### src/adcmsa_pkg.sv
`timescale 1ns / 1ps
`default_nettype none
// Shared types, constants and register codes for the ADC mux scan averager.
// No dependencies; every other file of the block refers to this package.
package adcmsa_pkg;

    // Window, channel and sample sizing
    localparam int WINDOW_SAMPLES = 10;
    localparam int CHANNEL_COUNT  = 6;
    localparam int SAMPLE_BITS    = 12;

    localparam int WIN_IDX_W = (WINDOW_SAMPLES > 1) ? $clog2(WINDOW_SAMPLES) : 1;
    localparam int WIN_LOG   = (WINDOW_SAMPLES > 1) ? $clog2(WINDOW_SAMPLES) : 0;
    localparam int SUM_W     = SAMPLE_BITS + WIN_LOG;

    // Floor divide by the window: x / W == (x * RECIP) >> SHIFT for any SUM_W-bit x,
    // with RECIP = ceil(2^SHIFT / W) and SHIFT = SUM_W + ceil(log2 W).
    localparam int DIV_SHIFT = SUM_W + WIN_LOG;
    localparam int RECIP_W   = SUM_W + 1;
    localparam longint DIV_RECIP_I =
        ((longint'(1) << DIV_SHIFT) + WINDOW_SAMPLES - 1) / WINDOW_SAMPLES;
    localparam logic [RECIP_W-1:0] DIV_RECIP = RECIP_W'(DIV_RECIP_I);
    localparam int DIV_PROD_W = SUM_W + RECIP_W;

    localparam logic [SUM_W-1:0] SUM_MAX =
        SUM_W'(WINDOW_SAMPLES * ((1 << SAMPLE_BITS) - 1));

    // Field widths
    localparam int CHAN_W  = 3;
    localparam int GAIN_W  = 20;
    localparam int SCALE_PROD_W = SAMPLE_BITS + GAIN_W;

    // Channel roles
    localparam logic [CHAN_W-1:0] SILENT_CHANNEL  = CHAN_W'(1);
    localparam logic [CHAN_W-1:0] VOLTAGE_CHANNEL = CHAN_W'(5);
    localparam logic [CHAN_W-1:0] LAST_CHANNEL    = CHAN_W'(CHANNEL_COUNT - 1);
    localparam logic [GAIN_W-1:0] VOLTAGE_RESET_MV = GAIN_W'(3140);

    // Configuration registers
    localparam int CFG_IDX_W = 2;
    localparam logic [CFG_IDX_W-1:0] CFG_CURRENT_GAIN = CFG_IDX_W'(0);
    localparam logic [CFG_IDX_W-1:0] CFG_VOLTAGE_GAIN = CFG_IDX_W'(1);
    localparam logic [GAIN_W-1:0] CURRENT_GAIN_RST = GAIN_W'(33000);
    localparam logic [GAIN_W-1:0] VOLTAGE_GAIN_RST = GAIN_W'(333300);

    // Input item kinds
    localparam logic KIND_SAMPLE = 1'b0;
    localparam logic KIND_TICK   = 1'b1;

    typedef struct packed {
        logic                   wr;
        logic [SAMPLE_BITS-1:0] sample;
    } t_ring_wr;

    typedef struct packed {
        logic [GAIN_W-1:0] current_gain;
        logic [GAIN_W-1:0] voltage_gain;
    } t_gains;

    typedef struct packed {
        logic [CHAN_W-1:0]      measured_channel;
        logic [SAMPLE_BITS-1:0] average_code;
        logic [GAIN_W-1:0]      scaled_value;
        logic                   value_stored;
        logic [CHAN_W-1:0]      next_select;
    } t_result;

endpackage
`default_nettype wire

### src/adcmsa_if.sv
`timescale 1ns / 1ps
`default_nettype none
// Valid/ready channel interfaces: input items, result items, register writes.
// Depends on adcmsa_pkg for field widths.
interface adcmsa_in_if;
    logic                               valid;
    logic                               ready;
    logic                               kind;
    logic [adcmsa_pkg::SAMPLE_BITS-1:0] adc_sample;
    modport source (output valid, output kind, output adc_sample, input ready);
    modport sink   (input valid, input kind, input adc_sample, output ready);
endinterface

interface adcmsa_out_if;
    logic                               valid;
    logic                               ready;
    logic [adcmsa_pkg::CHAN_W-1:0]      measured_channel;
    logic [adcmsa_pkg::SAMPLE_BITS-1:0] average_code;
    logic [adcmsa_pkg::GAIN_W-1:0]      scaled_value;
    logic                               value_stored;
    logic [adcmsa_pkg::CHAN_W-1:0]      next_select;
    modport source (output valid, output measured_channel, output average_code,
                    output scaled_value, output value_stored, output next_select,
                    input ready);
    modport sink   (input valid, input measured_channel, input average_code,
                    input scaled_value, input value_stored, input next_select,
                    output ready);
endinterface

interface adcmsa_cfg_if;
    logic                             valid;
    logic                             ready;
    logic [adcmsa_pkg::CFG_IDX_W-1:0] index;
    logic [adcmsa_pkg::GAIN_W-1:0]    data;
    modport source (output valid, output index, output data, input ready);
    modport sink   (input valid, input index, input data, output ready);
endinterface
`default_nettype wire

### src/adcmsa_ring.sv
`timescale 1ns / 1ps
`default_nettype none
// Sample ring with running sum and reciprocal-multiply window average.
// Depends on adcmsa_pkg.
module adcmsa_ring (
    input  wire logic                               i_clk,
    input  wire logic                               i_rst_n,
    input  wire adcmsa_pkg::t_ring_wr               i_wr,
    output      logic [adcmsa_pkg::SAMPLE_BITS-1:0] o_avg
);

    logic [adcmsa_pkg::SAMPLE_BITS-1:0] r_ring [adcmsa_pkg::WINDOW_SAMPLES];
    logic [adcmsa_pkg::SUM_W-1:0]       r_sum;
    logic [adcmsa_pkg::WIN_IDX_W-1:0]   r_idx;

    logic [adcmsa_pkg::SUM_W-1:0]       n_sum;
    logic [adcmsa_pkg::WIN_IDX_W-1:0]   n_idx;
    logic [adcmsa_pkg::DIV_PROD_W-1:0]  w_prod;

    // Replace the oldest code and keep the sum exact
    always_comb begin
        n_sum = r_sum - adcmsa_pkg::SUM_W'(r_ring[r_idx])
                      + adcmsa_pkg::SUM_W'(i_wr.sample);
        if (r_idx == adcmsa_pkg::WIN_IDX_W'(adcmsa_pkg::WINDOW_SAMPLES - 1)) begin
            n_idx = '0;
        end else begin
            n_idx = r_idx + adcmsa_pkg::WIN_IDX_W'(1);
        end
    end

    always_ff @(posedge i_clk) begin
        if (!i_rst_n) begin
            for (int k = 0; k < adcmsa_pkg::WINDOW_SAMPLES; k++) begin
                r_ring[k] <= '0;
            end
            r_sum <= '0;
            r_idx <= '0;
        end else if (i_wr.wr) begin
            r_ring[r_idx] <= i_wr.sample;
            r_sum         <= n_sum;
            r_idx         <= n_idx;
        end
    end

    // Floor of sum / window by multiply and shift
    assign w_prod = adcmsa_pkg::DIV_PROD_W'(r_sum) *
                    adcmsa_pkg::DIV_PROD_W'(adcmsa_pkg::DIV_RECIP);
    assign o_avg  = w_prod[adcmsa_pkg::DIV_SHIFT +: adcmsa_pkg::SAMPLE_BITS];

    a_idx_range: assert property (@(posedge i_clk) disable iff (!i_rst_n)
        r_idx < adcmsa_pkg::WIN_IDX_W'(adcmsa_pkg::WINDOW_SAMPLES))
        else $error("ring write index out of window");

    a_sum_bound: assert property (@(posedge i_clk) disable iff (!i_rst_n)
        r_sum <= adcmsa_pkg::SUM_MAX)
        else $error("ring sum exceeds window of full-scale codes");

    a_sum_step: assert property (@(posedge i_clk) disable iff (!i_rst_n)
        !i_wr.wr |=> $stable(r_sum) && $stable(r_idx))
        else $error("ring changed without a sample write");

endmodule
`default_nettype wire

### src/adcmsa_scan.sv
`timescale 1ns / 1ps
`default_nettype none
// Mux scan: select counter, gain stage, channel value registers, result register.
// Depends on adcmsa_pkg.
module adcmsa_scan (
    input  wire logic                               i_clk,
    input  wire logic                               i_rst_n,
    input  wire logic                               i_tick,
    input  wire logic [adcmsa_pkg::SAMPLE_BITS-1:0] i_avg,
    input  wire adcmsa_pkg::t_gains                 i_gains,
    output      logic                               o_tick_ready,
    output      logic                               o_valid,
    input  wire logic                               i_ready,
    output      adcmsa_pkg::t_result                o_res
);

    logic [adcmsa_pkg::CHAN_W-1:0]      r_mux;
    logic                               r_b_valid;
    logic [adcmsa_pkg::CHAN_W-1:0]      r_b_chan;
    logic [adcmsa_pkg::CHAN_W-1:0]      r_b_next;
    logic [adcmsa_pkg::SAMPLE_BITS-1:0] r_b_avg;
    logic                               r_o_valid;
    adcmsa_pkg::t_result                r_o;
    logic [adcmsa_pkg::GAIN_W-1:0]      r_chan_val [adcmsa_pkg::CHANNEL_COUNT];

    logic [adcmsa_pkg::CHAN_W-1:0]       n_mux;
    logic [adcmsa_pkg::GAIN_W-1:0]       w_gain;
    logic [adcmsa_pkg::SCALE_PROD_W-1:0] w_prod;
    adcmsa_pkg::t_result                 n_res;
    logic                                w_out_ready;
    logic                                w_fire_b;

    assign w_out_ready  = !r_o_valid || i_ready;
    assign w_fire_b     = r_b_valid && w_out_ready;
    assign o_tick_ready = !r_b_valid || w_out_ready;

    assign n_mux = (r_mux == adcmsa_pkg::LAST_CHANNEL) ? '0
                                                       : r_mux + adcmsa_pkg::CHAN_W'(1);

    // Select gain and scale the average
    always_comb begin
        w_gain = (r_b_chan == adcmsa_pkg::VOLTAGE_CHANNEL) ? i_gains.voltage_gain
                                                           : i_gains.current_gain;
        w_prod = adcmsa_pkg::SCALE_PROD_W'(r_b_avg) * adcmsa_pkg::SCALE_PROD_W'(w_gain);
        n_res.measured_channel = r_b_chan;
        n_res.average_code     = r_b_avg;
        n_res.next_select      = r_b_next;
        if (r_b_chan == adcmsa_pkg::SILENT_CHANNEL) begin
            n_res.scaled_value = '0;
            n_res.value_stored = 1'b0;
        end else begin
            n_res.scaled_value = w_prod[adcmsa_pkg::SAMPLE_BITS +: adcmsa_pkg::GAIN_W];
            n_res.value_stored = 1'b1;
        end
    end

    always_ff @(posedge i_clk) begin
        if (!i_rst_n) begin
            r_mux     <= '0;
            r_b_valid <= 1'b0;
            r_o_valid <= 1'b0;
            for (int k = 0; k < adcmsa_pkg::CHANNEL_COUNT; k++) begin
                if (adcmsa_pkg::CHAN_W'(k) == adcmsa_pkg::VOLTAGE_CHANNEL) begin
                    r_chan_val[k] <= adcmsa_pkg::VOLTAGE_RESET_MV;
                end else begin
                    r_chan_val[k] <= '0;
                end
            end
        end else begin
            if (i_tick) begin
                r_mux     <= n_mux;
                r_b_valid <= 1'b1;
                r_b_chan  <= r_mux;
                r_b_next  <= n_mux;
                r_b_avg   <= i_avg;
            end else if (w_fire_b) begin
                r_b_valid <= 1'b0;
            end
            if (w_fire_b) begin
                r_o_valid <= 1'b1;
                r_o       <= n_res;
                if (n_res.value_stored) begin
                    r_chan_val[r_b_chan] <= n_res.scaled_value;
                end
            end else if (i_ready) begin
                r_o_valid <= 1'b0;
            end
        end
    end

    assign o_valid = r_o_valid;
    assign o_res   = r_o;

    a_value_kept: assert property (@(posedge i_clk) disable iff (!i_rst_n)
        r_o_valid && r_o.value_stored |->
            r_chan_val[r_o.measured_channel] == r_o.scaled_value)
        else $error("channel value register disagrees with reported result");

    a_silent: assert property (@(posedge i_clk) disable iff (!i_rst_n)
        r_o_valid && !r_o.value_stored |->
            r_o.measured_channel == adcmsa_pkg::SILENT_CHANNEL && r_o.scaled_value == '0)
        else $error("unstored result on a storing channel or nonzero value");

    a_next_wrap: assert property (@(posedge i_clk) disable iff (!i_rst_n)
        r_o_valid |-> (r_o.measured_channel == adcmsa_pkg::LAST_CHANNEL &&
                       r_o.next_select == '0) ||
                      (r_o.measured_channel != adcmsa_pkg::LAST_CHANNEL &&
                       r_o.next_select == r_o.measured_channel + adcmsa_pkg::CHAN_W'(1)))
        else $error("next select does not follow measured channel");

    a_tick_space: assert property (@(posedge i_clk) disable iff (!i_rst_n)
        i_tick |-> o_tick_ready)
        else $error("tick issued while gain stage is blocked");

endmodule
`default_nettype wire

### src/adc_mux_scan_averager_unit.sv
`timescale 1ns / 1ps
`default_nettype none
// Top level of the ADC mux scan averager: input register, gain registers,
// sample ring and scan stage. Depends on adcmsa_pkg, adcmsa_if, adcmsa_ring, adcmsa_scan.
//
//  channel  dir  beat carries                                      notes
//  i_in     in   kind, adc_sample                                  sample or scan tick
//  o_out    out  measured_channel, average_code, scaled_value,     one beat per tick
//                value_stored, next_select
//  i_cfg    in   index, data                                       gain writes, always ready
//
// One input beat per cycle unless a tick waits in the input register for the gain stage;
// a sample reaches the ring in the cycle after accept. A tick's result passes the input
// register, average register (divide-by-window multiply), result register (gain multiply).
// Synchronous reset clears ring, sum, indexes and all channel values but the voltage one.
// A stalled result holds the result register; samples flow past a blocked tick,
// and a further tick waits in the input register until the gain stage frees.
module adc_mux_scan_averager_unit (
    input  wire logic          i_clk,
    input  wire logic          i_rst_n,
    adcmsa_in_if.sink          i_in,
    adcmsa_out_if.source       o_out,
    adcmsa_cfg_if.sink         i_cfg
);

    // Input register
    logic                               r_a_valid;
    logic                               r_a_kind;
    logic [adcmsa_pkg::SAMPLE_BITS-1:0] r_a_sample;

    // Gain registers
    logic [adcmsa_pkg::GAIN_W-1:0]      r_current_gain;
    logic [adcmsa_pkg::GAIN_W-1:0]      r_voltage_gain;

    logic                               w_tick_ready;
    logic                               w_fire_a;
    logic                               w_tick;
    logic [adcmsa_pkg::SAMPLE_BITS-1:0] w_avg;
    adcmsa_pkg::t_ring_wr               w_ring_wr;
    adcmsa_pkg::t_gains                 w_gains;
    adcmsa_pkg::t_result                w_res;
    logic                               w_out_valid;

    // Samples leave the input register unconditionally; ticks need room downstream
    assign w_fire_a = r_a_valid && ((r_a_kind == adcmsa_pkg::KIND_SAMPLE) || w_tick_ready);
    assign w_tick   = w_fire_a && (r_a_kind == adcmsa_pkg::KIND_TICK);
    assign i_in.ready = !r_a_valid || w_fire_a;

    assign w_ring_wr.wr     = w_fire_a && (r_a_kind == adcmsa_pkg::KIND_SAMPLE);
    assign w_ring_wr.sample = r_a_sample;

    always_ff @(posedge i_clk) begin
        if (!i_rst_n) begin
            r_a_valid <= 1'b0;
        end else if (i_in.valid && i_in.ready) begin
            r_a_valid <= 1'b1;
        end else if (w_fire_a) begin
            r_a_valid <= 1'b0;
        end
        // Payload needs no reset; load on each accepted beat
        if (i_in.valid && i_in.ready) begin
            r_a_kind   <= i_in.kind;
            r_a_sample <= i_in.adc_sample;
        end
    end

    // Register writes; indexes past the list are dropped
    assign i_cfg.ready = 1'b1;

    always_ff @(posedge i_clk) begin
        if (!i_rst_n) begin
            r_current_gain <= adcmsa_pkg::CURRENT_GAIN_RST;
            r_voltage_gain <= adcmsa_pkg::VOLTAGE_GAIN_RST;
        end else if (i_cfg.valid) begin
            if (i_cfg.index == adcmsa_pkg::CFG_CURRENT_GAIN) begin
                r_current_gain <= i_cfg.data;
            end else if (i_cfg.index == adcmsa_pkg::CFG_VOLTAGE_GAIN) begin
                r_voltage_gain <= i_cfg.data;
            end
        end
    end

    assign w_gains.current_gain = r_current_gain;
    assign w_gains.voltage_gain = r_voltage_gain;

    adcmsa_ring u_ring (
        .i_clk   (i_clk),
        .i_rst_n (i_rst_n),
        .i_wr    (w_ring_wr),
        .o_avg   (w_avg)
    );

    adcmsa_scan u_scan (
        .i_clk        (i_clk),
        .i_rst_n      (i_rst_n),
        .i_tick       (w_tick),
        .i_avg        (w_avg),
        .i_gains      (w_gains),
        .o_tick_ready (w_tick_ready),
        .o_valid      (w_out_valid),
        .i_ready      (o_out.ready),
        .o_res        (w_res)
    );

    assign o_out.valid            = w_out_valid;
    assign o_out.measured_channel = w_res.measured_channel;
    assign o_out.average_code     = w_res.average_code;
    assign o_out.scaled_value     = w_res.scaled_value;
    assign o_out.value_stored     = w_res.value_stored;
    assign o_out.next_select      = w_res.next_select;

    a_in_hold: assert property (@(posedge i_clk) disable iff (!i_rst_n)
        r_a_valid && !w_fire_a |=> r_a_valid && $stable(r_a_kind) && $stable(r_a_sample))
        else $error("input register lost a waiting beat");

    a_sample_flows: assert property (@(posedge i_clk) disable iff (!i_rst_n)
        r_a_valid && r_a_kind == adcmsa_pkg::KIND_SAMPLE |-> w_fire_a)
        else $error("sample held in input register");

    a_one_path: assert property (@(posedge i_clk) disable iff (!i_rst_n)
        !(w_tick && w_ring_wr.wr))
        else $error("beat routed to ring and scan together");

endmodule
`default_nettype wire
### src/flat_wrapper.sv
// flat-port wrapper written by rule: the top's interface ports become plain ports
module adc_mux_scan_averager_unit_flat 
  (i_clk, i_rst_n, i_in_valid, i_in_kind, i_in_adc_sample, i_in_ready, o_out_valid, o_out_measured_channel, o_out_average_code, o_out_scaled_value, o_out_value_stored, o_out_next_select, o_out_ready, i_cfg_valid, i_cfg_index, i_cfg_data, i_cfg_ready);
  adcmsa_in_if i_in_i ();
  adcmsa_out_if o_out_i ();
  adcmsa_cfg_if i_cfg_i ();
  input  wire logic i_clk;
  input  wire logic i_rst_n;
  input wire logic [$bits(i_in_i.valid)-1:0] i_in_valid;
  input wire logic [$bits(i_in_i.kind)-1:0] i_in_kind;
  input wire logic [$bits(i_in_i.adc_sample)-1:0] i_in_adc_sample;
  output wire logic [$bits(i_in_i.ready)-1:0] i_in_ready;
  output wire logic [$bits(o_out_i.valid)-1:0] o_out_valid;
  output wire logic [$bits(o_out_i.measured_channel)-1:0] o_out_measured_channel;
  output wire logic [$bits(o_out_i.average_code)-1:0] o_out_average_code;
  output wire logic [$bits(o_out_i.scaled_value)-1:0] o_out_scaled_value;
  output wire logic [$bits(o_out_i.value_stored)-1:0] o_out_value_stored;
  output wire logic [$bits(o_out_i.next_select)-1:0] o_out_next_select;
  input wire logic [$bits(o_out_i.ready)-1:0] o_out_ready;
  input wire logic [$bits(i_cfg_i.valid)-1:0] i_cfg_valid;
  input wire logic [$bits(i_cfg_i.index)-1:0] i_cfg_index;
  input wire logic [$bits(i_cfg_i.data)-1:0] i_cfg_data;
  output wire logic [$bits(i_cfg_i.ready)-1:0] i_cfg_ready;
  assign i_in_i.valid = i_in_valid;
  assign i_in_i.kind = i_in_kind;
  assign i_in_i.adc_sample = i_in_adc_sample;
  assign i_in_ready = i_in_i.ready;
  assign o_out_valid = o_out_i.valid;
  assign o_out_measured_channel = o_out_i.measured_channel;
  assign o_out_average_code = o_out_i.average_code;
  assign o_out_scaled_value = o_out_i.scaled_value;
  assign o_out_value_stored = o_out_i.value_stored;
  assign o_out_next_select = o_out_i.next_select;
  assign o_out_i.ready = o_out_ready;
  assign i_cfg_i.valid = i_cfg_valid;
  assign i_cfg_i.index = i_cfg_index;
  assign i_cfg_i.data = i_cfg_data;
  assign i_cfg_ready = i_cfg_i.ready;
  adc_mux_scan_averager_unit u_core (.i_clk(i_clk), .i_rst_n(i_rst_n), .i_in(i_in_i), .o_out(o_out_i), .i_cfg(i_cfg_i));
endmodule
### config.mk
export PLATFORM = sky130hd
export DESIGN_NAME = adc_mux_scan_averager_unit_flat
export DESIGN_NICKNAME = d
export VERILOG_FILES = /design/src/adcmsa_pkg.sv /design/src/adcmsa_if.sv /design/src/adcmsa_ring.sv /design/src/adcmsa_scan.sv /design/src/adc_mux_scan_averager_unit.sv /design/src/flat_wrapper.sv
export SDC_FILE = /design/constraint.sdc
export NUM_CORES = 1
export LEC_CHECK = 0
export CAP_MARGIN = 20
export CORE_MARGIN = 2
export CORE_UTILIZATION = 45
export CTS_CLUSTER_SIZE = 14
export DETAILED_ROUTE_END_ITERATION = 6
export DONT_BUFFER_PORTS = 1
export GPL_TIMING_DRIVEN = 0
export SETUP_SLACK_MARGIN = 0.3
export SYNTH_ARGS = -nofsm -noshare
export SYNTH_HDL_FRONTEND = slang
export SYNTH_SLANG_ARGS = --single-unit
### constraint.sdc
create_clock -name i_clk -period 15.7 [get_ports i_clk]
set_input_delay 1.57 -clock i_clk [delete_from_list [all_inputs] [get_ports i_clk]]
set_output_delay 1.57 -clock i_clk [all_outputs]
set_load 0.1 [all_outputs]
==> results of run 1 <==
## stage by stage
| step | instances | area, µm² | total power, mW |
|---|---|---|---|
| finish | 3208 | 28190 | 3.294 |
| global route | 3208 | 28190 | 3.560 |
| CTS | 3207 | 28170 | 3.324 |
| detailed placement | 3133 | 26860 | 2.399 |
| global placement | 3122 | 26740 | 2.366 |
| floorplan | 2366 | 25800 | 2.081 |
## layout make-up
class,count,area (µm²)
Buffer,103,424.2
Clock buffer,55,1139
Clock inverter,19,170.2
Fill cell,5052,28310
Inverter,422,1584
Multi-Input combinational cell,1509,14530
Sequential cell,332,9269
Tap cell,756,945.9
Timing Repair Buffer,12,130.1
## placed cells by master, fill, tap and decap left out, types with 30 or more instances in the layout
cell       netlist  routed
mux4_2          60      60
nor2_1         179     178
inv_1          421     421
a21o_1          30      30
clkbuf_16        0      41
dfxtp_1         70      70
a21oi_1         79      79
nand2_1        316     316
edfxtp_1       262     262
and2_1          79      79
fa_1           272     272
clkbuf_1        89      97
ha_1           207     207
nand3_1         36      36
## power groups by stage
stage | Sequential (mW) | Combinational, mW | Clock, mW
after floorplan | 1.06 | 1.02 | 0
after global routing | 1.06 | 1.54 | 0.964
after global placement | 1.07 | 1.29 | 0
after CTS | 1.06 | 1.34 | 0.932
final | 1.06 | 1.33 | 0.908
after detailed placement | 1.07 | 1.32 | 0
## flip-flops by register name, summed over array words and instances (netlist names), 4 cells and up, named ones only
register,count
u_core.u_ring.r_sum,16
u_core.r_voltage_gain,20
u_core.u_ring.r_idx,4
u_core.r_current_gain,20
u_core.u_scan.r_b_avg,12
u_core.u_ring.r_ring,192
u_core.r_a_sample,12
u_core.u_scan.o_res,39
## cells by family (layout without fill, tap and decap cells)
group,after synthesis,in the layout,share of synthesized area
xor+xnor,36,36,0.01222
buf+inv,525,611,0.07785
compound gates,210,210,0.05394
flops,332,332,0.3593
fa+ha+maj,479,479,0.3115
simple gates,698,698,0.1218
other cells,1,1,0.0001454
mux,85,85,0.06325
## worst paths after layout
path / endpoint / slack [ps] / cells after the start / startpoint
worst max-delay path: u_core.u_scan.o_res[21] / 8610 / 22 / u_core.u_scan.r_b_chan[1]
worst min-delay path: u_core.u_scan.o_res[2] / 420 / 0 / u_core.u_scan.r_b_next[2]
worst max register to register: u_core.u_scan.o_res[21] / 8610 / 22 / u_core.u_scan.r_b_chan[1]
worst min register to register: u_core.u_scan.o_res[2] / 420 / 0 / u_core.u_scan.r_b_next[2]
## layer usage
metal | share of wire | global-route usage
met1 | 0.41 | 0.2797
met2 | 0.50 | 0.3746
met3 | 0.063 | 0.03889
met4 | 0.028 | 0.06712
met5 | 0.00058 | 0
==> results.tsv, run 1 <==
metric	value	unit
outcome	finished, final reports clean	
critical path's top delay family	adder cells	
proportion of power drawn by the clock network	0.276	
top cells by area, synth	edfxtp_1 (30%), fa_1 (21%), ha_1 (10%)	
layout cells sized above 1	0.07463	
largest net degree at the start of global routing	32	
CTS tree	yes	
final worst path period share	0.4516	
die width	243.4	µm
Slew @ Worst Pin	1005	ps
routed len/inst	19.43	µm
area share of the largest cell type after synthesis	0.3050	
slowest cell delay on critical path	640	ps
antenna cells	0	
Avg Cell Area, Syn	10.90	µm²
crit path time final	7091	ps
Startpoint Class	flop	
cell taking the most area after synthesis	edfxtp_1	
Fmax achieved	141.0	MHz
synthesized instance count	2366	
final worst setup slack	8609	ps
final core occ	0.4989	
H-tree levels	2	
CTS Root Cell	clkbuf_16	
final setup violation count	0	
P_leak	12.38	nW
sequential power share	0.321	
GRT Resource Usage Total	0.2177	
ys flop type	edfxtp_1	
Mapped Area	25800	µm²
Yosys Warn Count	0	
Remaining Overflow, GRT	0	
core area	56500	µm²
later-pin clock latency in the skew report	580	ps
Max transition margin	0.3300	
global-route wire length before repair	99.68	mm
row count	87	
Initial Utilization	0.4566	
DRT iter0 DRCs	1250	
most used cell along the critical path	fa_1	
RSZ-0062 raised after global routing	no	
Distinct cells, synth	77	
Net Count, Synth	2885	
Hold Vio Cnt, Final	0	
Gate power share	0.404	
Peak VDD IR	0.0001532	V
drt drc	0	
number of flops mapped to enable cells by yosys	262	
CTS-repair resized insts	0	
switch share	0.3755	
Int Pwr	2.057	mW
DR pass1 iterations	5	
initial antenna violation count	2	
die height	243.4	µm
TritonCTS Buffers	40	
Psw	1.237	mW
area delta synth->final	9.274	%
input/output buffers	0	
Worst Hold Class	flop to flop	
vias in the first global route	18060	
CTS max path bufs	3	
GP Congestion	0.8916	
Sum Neg Setup Slack	0	ps
Synth top cells by count	inv_1 (421), nand2_1 (316), fa_1 (272)	
final max-slew violation count	0	
Seq cells post-synth	332	
critical path, cell by cell	nand3b_4, buf_12, buf_2, mux2_2, clkbuf_1, nand2_1, fa_1, fa_1, inv_1, fa_1, fa_1, inv_1, fa_1, inv_1, ha_1, nand3_1, a21oi_1, nor4_2, a211oi_1, o2111ai_1, a21o_1, a21oi_1	
most common cell in the netlist	inv_1	
CTS Hold Bufs	0	
pwr dens	116.9	nW/µm²
Top-Level Pins	82	
aggregate routed wire length	62.34	mm
dpl ws	8641	ps
Via-to-Cell Ratio	5.296	
Layout Skew	24.04	ps
Clock Sinks	332	
Worst Path Buf+Inv	6	
CP max stage cell	a211oi_1	
crit path kind	flop to flop	
fin nets	2939	
worst hold margin	422.0	ps
sequential area share after synthesis	0.3593	
max cap viols	0	
Reg clk slew, reported paths	60	ps
CP Capture Type	flop	
Async SR Flop Fraction	0	
Critical Path AT	7510	ps
via count	16990	
postcts setup bufs	0	
HPWL Detailed	49.85	mm
Detail Route Antenna Nets	0	
die area	59260	µm²
WP data required	16120	ps
worst-path fanout max	10	
(Power assumes the default switching activity.)
==> run 2, diff against run 1 <==
- clock period: 15.7 -> 6.7 ns (I/O delays scaled with it)
==> run 2 against run 1 <==
  * Maximum frequency increased by 13%
  * Die area unchanged
  * Clock power increased by 130%
  * First-iteration DRC count decreased by 0.88%
  * Clock-buffer cell count unchanged
  * Sequential power increased by 130%
  * Cell area increased by 1.4%
  * Clock skew decreased by 1.0 ps
  * Utilization increased by 0.70 points
  * Total power increased by 140%
  * Global-route usage about the same
  * Largest power group unchanged
==> results.tsv, run 2 (synthesized netlist as in run 1, its figures left out) <==
metric	value	unit	change
outcome	finished, final reports clean		
Post-DP Area	26860	µm²	unchanged
Hold Vio Cnt, Final	0		unchanged
Slew @ Worst Pin	982.5	ps	-22.52 ps
final worst setup slack	437.9	ps	-8171 ps
slowest cell delay on critical path	550	ps	-90 ps
Hold Path End	u_core.r_a_sample[6]		
die area	59260	µm²	unchanged
via count	17050		+0.39%
DR pass1 iterations	6		+1
vias in the first global route	18100		+0.20%
area delta synth->final	10.81	%	
fin nets	2954		+0.51%
Startpoint Class	flop		
final core occ	0.5060		+0.007021
Largest register FFs	192		unchanged
aggregate routed wire length	62.82	mm	+0.77%
core area	56500	µm²	unchanged
GRT Resource Usage Total	0.2180		+0.0003616
die width	243.4	µm	unchanged
H-tree levels	2		unchanged
Initial Utilization	0.4566		unchanged
dpl ws	-359.3	ps	-9000 ps
FF-to-FF Start	u_core.u_scan.r_b_chan[1]		
Top reg by flops	u_core.u_ring.r_ring		
commonest non-fill, non-tap cell in the layout	inv_1		
TritonCTS Buffers	40		unchanged
most used cell along the critical path	fa_1		
GP Congestion	0.8916		unchanged
R2R Setup Slk	440	ps	-8170 ps
crit path time final	6262	ps	-828.6 ps
CTS max path bufs	3		unchanged
WHS Path Cells	0		unchanged
WP data required	7000	ps	-9120 ps
drt drc	0		unchanged
placed cells	3133		unchanged
final max-slew violation count	0		unchanged
Remaining Overflow, GRT	0		unchanged
later-pin clock latency in the skew report	590	ps	about the same
Layout Skew	23.00	ps	-1.037 ps
RSZ-0062 raised after global routing	yes		
Worst Hold Class	primary input to flop		
CTS Root Cell	clkbuf_16		
worst-path fanout max	10		unchanged
Clock Sinks	332		unchanged
crit path kind	flop to flop		
Top-Level Pins	82		unchanged
critical path, cell by cell	nand3b_4, buf_12, buf_8, mux2_4, buf_6, nand2_1, fa_1, fa_1, fa_1, inv_1, fa_1, fa_1, ha_4, nand3_4, nor4_4, nand4_4, a31oi_4, a21o_1, buf_4, o21a_1, nor3_1		
CP max stage cell	fa_1		
Crit. Startpoint	u_core.u_scan.r_b_chan[1]		
Detail Route Antenna Nets	0		unchanged
Reg area	9269	µm²	unchanged
total chip power	8.050	mW	+140%
Sum Neg Setup Slack	0	ps	unchanged
Multi-input gate area	14720	µm²	+1.3%
worst hold margin	179.2	ps	-242.8 ps
fin cells	3224		+0.50%
Reg clk slew, reported paths	60	ps	about the same
R2R cell count	21		-4.5%
Worst Path Buf+Inv	5		-1
hold wc startpoint	i_in_adc_sample[6]		
Critical Path AT	6560	ps	-950 ps
CTS tree	yes		
largest net degree at the start of global routing	32		unchanged
final worst path period share	0.9346		+0.4830
HPWL Detailed	49.85	mm	unchanged
Fmax achieved	159.7	MHz	+13%
DRT iter0 DRCs	1239		-0.88%
layout cells sized above 1	0.09891		+0.02427
die height	243.4	µm	unchanged
worst r2r dst	u_core.u_scan.o_res[19]		
max cap viols	0		unchanged
Peak VDD IR	0.0003945	V	+160%
row count	87		unchanged
initial antenna violation count	3		+1
CP Capture Type	flop		
P_leak	12.58	nW	+1.6%
fillers	5017		-0.69%
Via-to-Cell Ratio	5.290		-0.11%
commonest cells after routing, fill and taps aside	inv_1 (421), nand2_1 (316), fa_1 (270), edfxtp_1 (262), ha_1 (202)		
input/output buffers	0		unchanged
critical path's top delay family	adder cells		
global-route wire length before repair	99.48	mm	-0.21%
final instance area	28580	µm²	+1.4%
pwr dens	281.6	nW/µm²	+140%
final setup violation count	0		unchanged
routed len/inst	19.48	µm	+0.27%
Max transition margin	0.3450		+0.01501
## run 2: how the worst max path moves through the flow
stage | cells after the start | endpoint
after detailed placement | 22 | u_core.u_scan.o_res[21]
after global routing | 22 | u_core.u_scan.o_res[20]
after floorplan | 22 | u_core.u_scan.o_res[10]
after CTS | 23 | u_core.u_scan.o_res[10]
after global placement | 22 | u_core.u_scan.o_res[21]
final | 21 | u_core.u_scan.o_res[19]
## run 2: report_power, final
group | switching, mW | internal [mW] | total, mW
sequential | 0.119 | 2.36 | 2.47
clock | 0.915 | 1.21 | 2.13
combinational | 2.02 | 1.43 | 3.45
total | 3.05 | 5.00 | 8.05
## run 2: cell type report
class	count	area share
multi-input combinational	1509	0.5150
sequential	332	0.3243
inverter	422	0.05541
clock buffer	55	0.03983
tap	756	0.03309
buffer	103	0.01760
timing repair buffer	27	0.008754
clock inverter	19	0.005953
antenna	1	0.00008754
## run 2: worst register-to-register path, stage by stage (launching register included)
cell and delay (ps):
edfxtp_1 380, nand3b_4 220, buf_12 180, buf_8 150, mux2_4 340, buf_6 160, nand2_1 90, fa_1 440
fa_1 510, fa_1 550, inv_1 50, fa_1 490, fa_1 450, ha_4 300, nand3_4 90, nor4_4 360
nand4_4 270, a31oi_4 400, a21o_1 280, buf_4 150, o21a_1 100, nor3_1 40
## run 2: repair_timing
item                       4_1_cts  5_1_grt
gates cloned                     0        0
resized for setup               26       71
hold buffers                     0        0
buffers inserted                 5       10
setup endpoints to repair       18       15
pin swaps                        5       17
## run 2: layer usage
metal / vias to the layer above / track usage / share of wire
li1: 7892 / - / -
met1: 8590 / 0.2785 / 0.41
met2: 459 / 0.3682 / 0.49
met3: 109 / 0.04142 / 0.059
met4: 4 / 0.08264 / 0.036
met5: - / 0 / 0.00057
